===== src/hw/rtl/profile_point_stats_table_defines.svh =====
`ifndef PROFILE_POINT_STATS_TABLE_DEFINES_SVH
`define PROFILE_POINT_STATS_TABLE_DEFINES_SVH

// Same-cycle implication, sampled on clk and off during reset.
`define PPST_ASSERT_SAME(label, pre, post) \
  label: assert property (@(posedge clk) disable iff (!rst_n) (pre) |-> (post)) \
    else $error("ppst assertion failed");

// Next-cycle implication, sampled on clk and off during reset.
`define PPST_ASSERT_NEXT(label, pre, post) \
  label: assert property (@(posedge clk) disable iff (!rst_n) (pre) |=> (post)) \
    else $error("ppst assertion failed");

`endif


===== src/hw/rtl/ppst_pkg.sv =====
`timescale 1ns / 1ps
package ppst_pkg;

  localparam logic [2:0] OP_REGISTER = 3'd0;
  localparam logic [2:0] OP_RECORD   = 3'd1;
  localparam logic [2:0] OP_QUERY    = 3'd2;
  localparam logic [2:0] OP_CLEAR    = 3'd3;
  localparam logic [2:0] OP_START    = 3'd4;
  localparam logic [2:0] OP_STOP     = 3'd5;

  localparam logic [2:0] ST_OK          = 3'd0;
  localparam logic [2:0] ST_NOT_ENABLED = 3'd1;
  localparam logic [2:0] ST_FULL        = 3'd2;
  localparam logic [2:0] ST_BAD_INDEX   = 3'd3;
  localparam logic [2:0] ST_ALREADY_ON  = 3'd4;
  localparam logic [2:0] ST_NOT_ON      = 3'd5;

  // Register index of the enable register (byte address 4 * index).
  localparam logic CFG_IDX_ENABLE = 1'b0;

  typedef struct packed {
    logic [2:0]  opcode;
    logic [5:0]  point_index;
    logic [31:0] cycle_count;
    logic [2:0]  point_type;
    logic [15:0] src_line;
  } in_item_t;

  typedef struct packed {
    logic [2:0]  status;
    logic [5:0]  result_index;
    logic [31:0] hit_total;
    logic [47:0] cyc_sum;
    logic [31:0] cyc_min;
    logic [31:0] cyc_max;
    logic [2:0]  stored_type;
    logic [15:0] stored_line;
    logic [31:0] sample_sum;
  } out_item_t;

  typedef struct packed {
    logic [31:0] hits;
    logic [47:0] sum;
    logic [31:0] min;
    logic [31:0] max;
  } stats_t;

  typedef struct packed {
    logic [2:0]  ptype;
    logic [15:0] line;
  } type_line_t;

  localparam stats_t STATS_CLEAR = '{hits: 32'd0, sum: 48'd0, min: '1, max: 32'd0};

  typedef enum logic [1:0] {
    S_IDLE,
    S_EXEC,
    S_SWEEP,
    S_FINISH
  } state_t;

  typedef struct packed {
    logic capture;
    logic commit;
    logic sweep_init;
    logic sweep_step;
  } ctrl_cmd_t;

  typedef struct packed {
    logic is_clear;
    logic out_free;
    logic sweep_done;
  } dp_stat_t;

endpackage


===== src/hw/rtl/ppst_ctrl.sv =====
`timescale 1ns / 1ps
module ppst_ctrl (
  input  logic                clk,
  input  logic                rst_n,
  input  logic                in_valid,
  output logic                in_ready,
  input  ppst_pkg::dp_stat_t  stat,
  output ppst_pkg::ctrl_cmd_t cmd
);
  import ppst_pkg::*;

  state_t state_r, state_nxt;

  always_comb begin
    state_nxt = state_r;
    unique case (state_r)
      S_IDLE: begin
        if (in_valid) begin
          state_nxt = S_EXEC;
        end
      end
      S_EXEC: begin
        if (stat.is_clear) begin
          state_nxt = S_SWEEP;
        end else if (stat.out_free) begin
          state_nxt = S_IDLE;
        end
      end
      S_SWEEP: begin
        if (stat.sweep_done) begin
          state_nxt = S_FINISH;
        end
      end
      S_FINISH: begin
        if (stat.out_free) begin
          state_nxt = S_IDLE;
        end
      end
      default: state_nxt = S_IDLE;
    endcase
  end

  always_comb begin
    in_ready       = 1'b0;
    cmd            = '0;
    unique case (state_r)
      S_IDLE: begin
        in_ready    = 1'b1;
        cmd.capture = in_valid;
      end
      S_EXEC: begin
        cmd.sweep_init = stat.is_clear;
        cmd.commit     = !stat.is_clear && stat.out_free;
      end
      S_SWEEP: begin
        cmd.sweep_step = 1'b1;
      end
      S_FINISH: begin
        cmd.commit = stat.out_free;
      end
      default: begin
      end
    endcase
  end

  always_ff @(posedge clk) begin
    if (!rst_n) begin
      state_r <= S_IDLE;
    end else begin
      state_r <= state_nxt;
    end
  end

endmodule


===== config.mk =====
export PLATFORM = sky130hd
export DESIGN_NAME = ppst_ctrl
export DESIGN_NICKNAME = d
export VERILOG_FILES = /design/src/hw/rtl/profile_point_stats_table_defines.svh /design/src/hw/rtl/ppst_pkg.sv /design/src/hw/rtl/ppst_ctrl.sv
export SDC_FILE = /design/constraint.sdc
export NUM_CORES = 1
export LEC_CHECK = 0
export ABC_AREA = 1
export BUFFER_PORTS_ARGS = -buffer_cell sky130_fd_sc_hd__buf_2
export CAP_MARGIN = 20
export CORE_AREA = 2 2 39 41
export CTS_BUF_LIST = sky130_fd_sc_hd__clkbuf_8
export CTS_CLUSTER_SIZE = 8
export DETAILED_ROUTE_END_ITERATION = 12
export DIE_AREA = 0 0 41 43
export SLEW_MARGIN = 0
export SYNTH_ARGS = -nofsm -noshare
export SYNTH_HDL_FRONTEND = slang
export SYNTH_SLANG_ARGS = --single-unit

===== constraint.sdc =====
create_clock -name clk -period 0.9 [get_ports clk]
set_input_delay 0.135 -clock clk [delete_from_list [all_inputs] [get_ports clk]]
set_output_delay 0.135 -clock clk [all_outputs]
set_load 0.03 [all_outputs]

**Word-level counts from Yosys, hierarchy flattened**

Index checks and enable logic that the tools add are counted.

- Register bits: 2
- Input bits: 6
- Output and inout bits: 5
- Word-level logic and storage cells: 20

- Muxes and demuxes: 10
- Reductions and logical operators: 4
- Equal/unequal tests: 5

Operator list:

| operator | number |
|---|---|
| 2-bit two-way mux | 4 |
| 2-bit one-hot mux with 4 select lines | 1 |
| 2-bit equality test (second input constant) | 2 |
| 1-bit two-way mux | 4 |
| 2-bit inequality test (second input constant) | 2 |
| 2-bit by 1-bit equality test with 1-bit output (second input constant) | 1 |
| 2-bit zero test | 1 |
| 1-bit one-hot mux with 2 select lines | 1 |
| 2-bit AND reduction | 1 |
| 1-bit logical AND | 1 |
| 1-bit zero test | 1 |

**Longest topological paths before layout**

- Depth in word-level cells: 3
- Gate-level depth with buffers: 4
- Mapped depth without buffers: 4

**Worst setup path after synthesis**

Ideal clock, no wire load.

- Kind: flip-flop to output port
- Start point: reg state_r[0]
- End point: out cmd[3] (netlist name)
- Cell stages (with the launch flop): 2
- Path buffers: 0
- Arrival time: 1.039 ns
- Setup slack: -0.274 ns
- Required time: 0.765 ns
- Cells stage by stage: dfxtp_1 nor3_1

RTL lines:

| what | line | text |
|---|---|---|
| from (decl) | ppst_ctrl.sv:12 | `state_t state_r, state_nxt;` |
| from (signal assigned) | ppst_ctrl.sv:70 | `state_r <= state_nxt;` |
| to (decl) | ppst_ctrl.sv:8 | `output ppst_pkg::ctrl_cmd_t cmd` |

==> results.json <==
{
  "largestRegisters": "state_r (2)",
  "antenna_found_initial": 0,
  "r2r-start": "state_r[0]",
  "critPathLaunchType": "flip-flop",
  "nets": 47,
  "clock_sinks": 2,
  "vias": 192,
  "required_ns": 0.76,
  "grtUsageTotal": 0.0561,
  "rows": 14,
  "final.setup.tns_ns": -0.667,
  "critPathKind": "reg2out",
  "netlist_area_um2": 123,
  "ys_warn_count": 0,
  "status": "finished with violations",
  "overflow": 0,
  "die_height_um": 43,
  "rsz0062_at_grt": "yes",
  "drtAntennaViolNets": 0,
  "routabilityCongestion": 0.575,
  "fmax_mhz": 940,
  "io_buffers": 10,
  "tritoncts": "yes",
  "io_pins": 11,
  "grt_max_degree": 8,
  "insertion_delay_ns": 0.21,
  "area_delta_synth_final_pct": 181,
  "worstMarginPinSlew_ns": 0.132,
  "cts_max_level": 1,
  "drc_errors": 0,
  "largest_register": "state_r",
  "seqPwrFrac": 0.183,
  "hp-class": "in2reg",
  "start_util": 0.0886,
  "cts_buffers": 3,
  "yosysSeqAreaShare": 0.327,
  "timing.final.crit_share": 1.18,
  "fin_area_um2": 344,
  "power.switching_mw": 0.191,
  "post_drt_wl_per_cell_um": 7.09,
  "maxCapViolations": 0,
  "drive_gt1_frac": 0.692,
  "routed_wl_um": 390,
  "power_frac_clock": 0.531,
  "dpl.hpwl_um": 278,
  "p_comb_frac": 0.286,
  "violations": "negative setup slack",
  "r2r_setup_slack_ns": 0.04,
  "grt_pass1_wl_um": 545,
  "final_max_slew_viol_count": 0,
  "largest_register_ffs": 2,
  "p_int_mw": 0.475,
  "dp_cells": 51,
  "core_area_um2": 1380,
  "cp_data_arrival_time_ns": 0.93,
  "p_leak_nw": 0.175,
  "hold_depth": 3,
  "synth_nets": 28,
  "min_to": "state_r[1]",
  "grt_pass1_vias": 170,
  "synthCells": 22,
  "worst_setup_path_end_kind": "output pin",
  "viasPerCell": 3.49,
  "pwr_density_cell_nw_per_um2": 1940,
  "placed_cell_area_um2": 238,
  "fin_cells": 55,
  "antenna_cells": 0,
  "r2r-end": "state_r[0]",
  "dieArea_um2": 1760,
  "hp-start": "rst_n",
  "clockBufferDepth": 2,
  "fin_crit_ns": 1.06,
  "maxSlewHeadroom": 0.912,
  "final_hold_viol_count": 0,
  "synth_cell_types": 7,
  "finalPower_mw": 0.666,
  "clock-skew-final_ns": 0.000261,
  "timing.final.ws_setup_ns": -0.164,
  "synth-seq-cells": 2,
  "sw_frac_of_total": 0.287,
  "cts-root-buf": "clkbuf_8",
  "reg2reg_depth": 4,
  "critical_path.max_fanout": 7,
  "drt_first_pass_iters": 1,
  "setup-violations-final": 5,
  "drtIter0Drc": 0,
  "ir_drop_v": 0.000375,
  "cts-hold-fix-buffers": 0,
  "syn_area_per_cell_um2": 5.57,
  "clk_pin_slew_ns": 0.03,
  "die_w_um": 41
}
[per-stage QoR]
step                 util  setup WS, ns  hold slack, ns
floorplan               -       -0.0515           0.267
detailed placement  0.172       -0.0683           0.390
global placement    0.172       -0.0554           0.388
finish              0.249        -0.164           0.162
CTS                 0.236        -0.167           0.161
global route        0.249        -0.198           0.195
[repair_timing]
item / in CTS / in global routing
resized for setup: 17 / 2
buffers inserted: 0 / 1
endpoints found under the setup margin: 7 / 6
pin swaps: 2 / 2
[critical path: stages, from the launching register on]
cell	delay [ns]
dfxtp_4	0.40
nand2_4	0.07
a21oi_4	0.11
buf_6	0.14
[cells in the mapped netlist]
master	instances	share of area
inv_1	6	0.18
nor2_1	3	0.092
dfxtp_1	2	0.33
nand3_1	2	0.082
nand2_1	5	0.15
nor3_1	1	0.041
a21oi_1	3	0.12
[worst max-delay path by stage]
stage	from	slack (ns)	endpoint
CTS	state_r[1]	-0.17	cmd[3]
detailed placement	state_r[0]	-0.07	cmd[2]
floorplan	state_r[1]	-0.05	state_r[0]
global route	state_r[0]	-0.20	cmd[2]
global placement	state_r[0]	-0.06	cmd[2]
finish	state_r[0]	-0.16	cmd[2]
[placed cells by master, fill, tap and decap left out, types with 2 or more instances in the layout]
cell type	Yosys	layout
buf_4	0	3
inv_1	6	4
inv_2	0	2
nor2_2	0	2
clkbuf_8	0	3
buf_6	0	6
nand2_1	5	4
buf_2	0	5
a21oi_1	3	2
[cell type report]
cell class	instances	area, um2
clock buffer	3	41.3
timing repair buffer	14	115
sequential	2	45.0
inverter	6	22.5
tap	16	20.0
multi-input combinational	14	100
fill	161	1040
[cells by family (layout without fill, tap and decap cells)]
| group | Yosys count | in the layout | synth area share |
|---|---|---|---|
| simple gates | 11 | 11 | 0.367 |
| compound gates | 3 | 3 | 0.122 |
| buf+inv | 6 | 23 | 0.184 |
| flops | 2 | 2 | 0.327 |
[power by group through the flow]
| stage | Clock (mW) | Sequential [mW] | Combinational, mW |
|---|---|---|---|
| 2_1_floorplan | 0 | 0.115 | 0.0905 |
| 3_3_place_gp | 0 | 0.115 | 0.143 |
| 3_5_place_dp | 0 | 0.116 | 0.144 |
| 4_1_cts | 0.370 | 0.120 | 0.178 |
| 5_1_grt | 0.381 | 0.124 | 0.205 |
| 6_report | 0.354 | 0.122 | 0.191 |
[layer usage]
metal | routed length (um) | up-vias | global-route usage
met5 | 0 | - | 0
met4 | 0 | 0 | 0.0800
met3 | 43 | 0 | 0.0471
met2 | 210 | 7 | 0.0781
met1 | 136 | 84 | 0.0319
li1 | - | 101 | -
(Power assumes the default switching activity.)
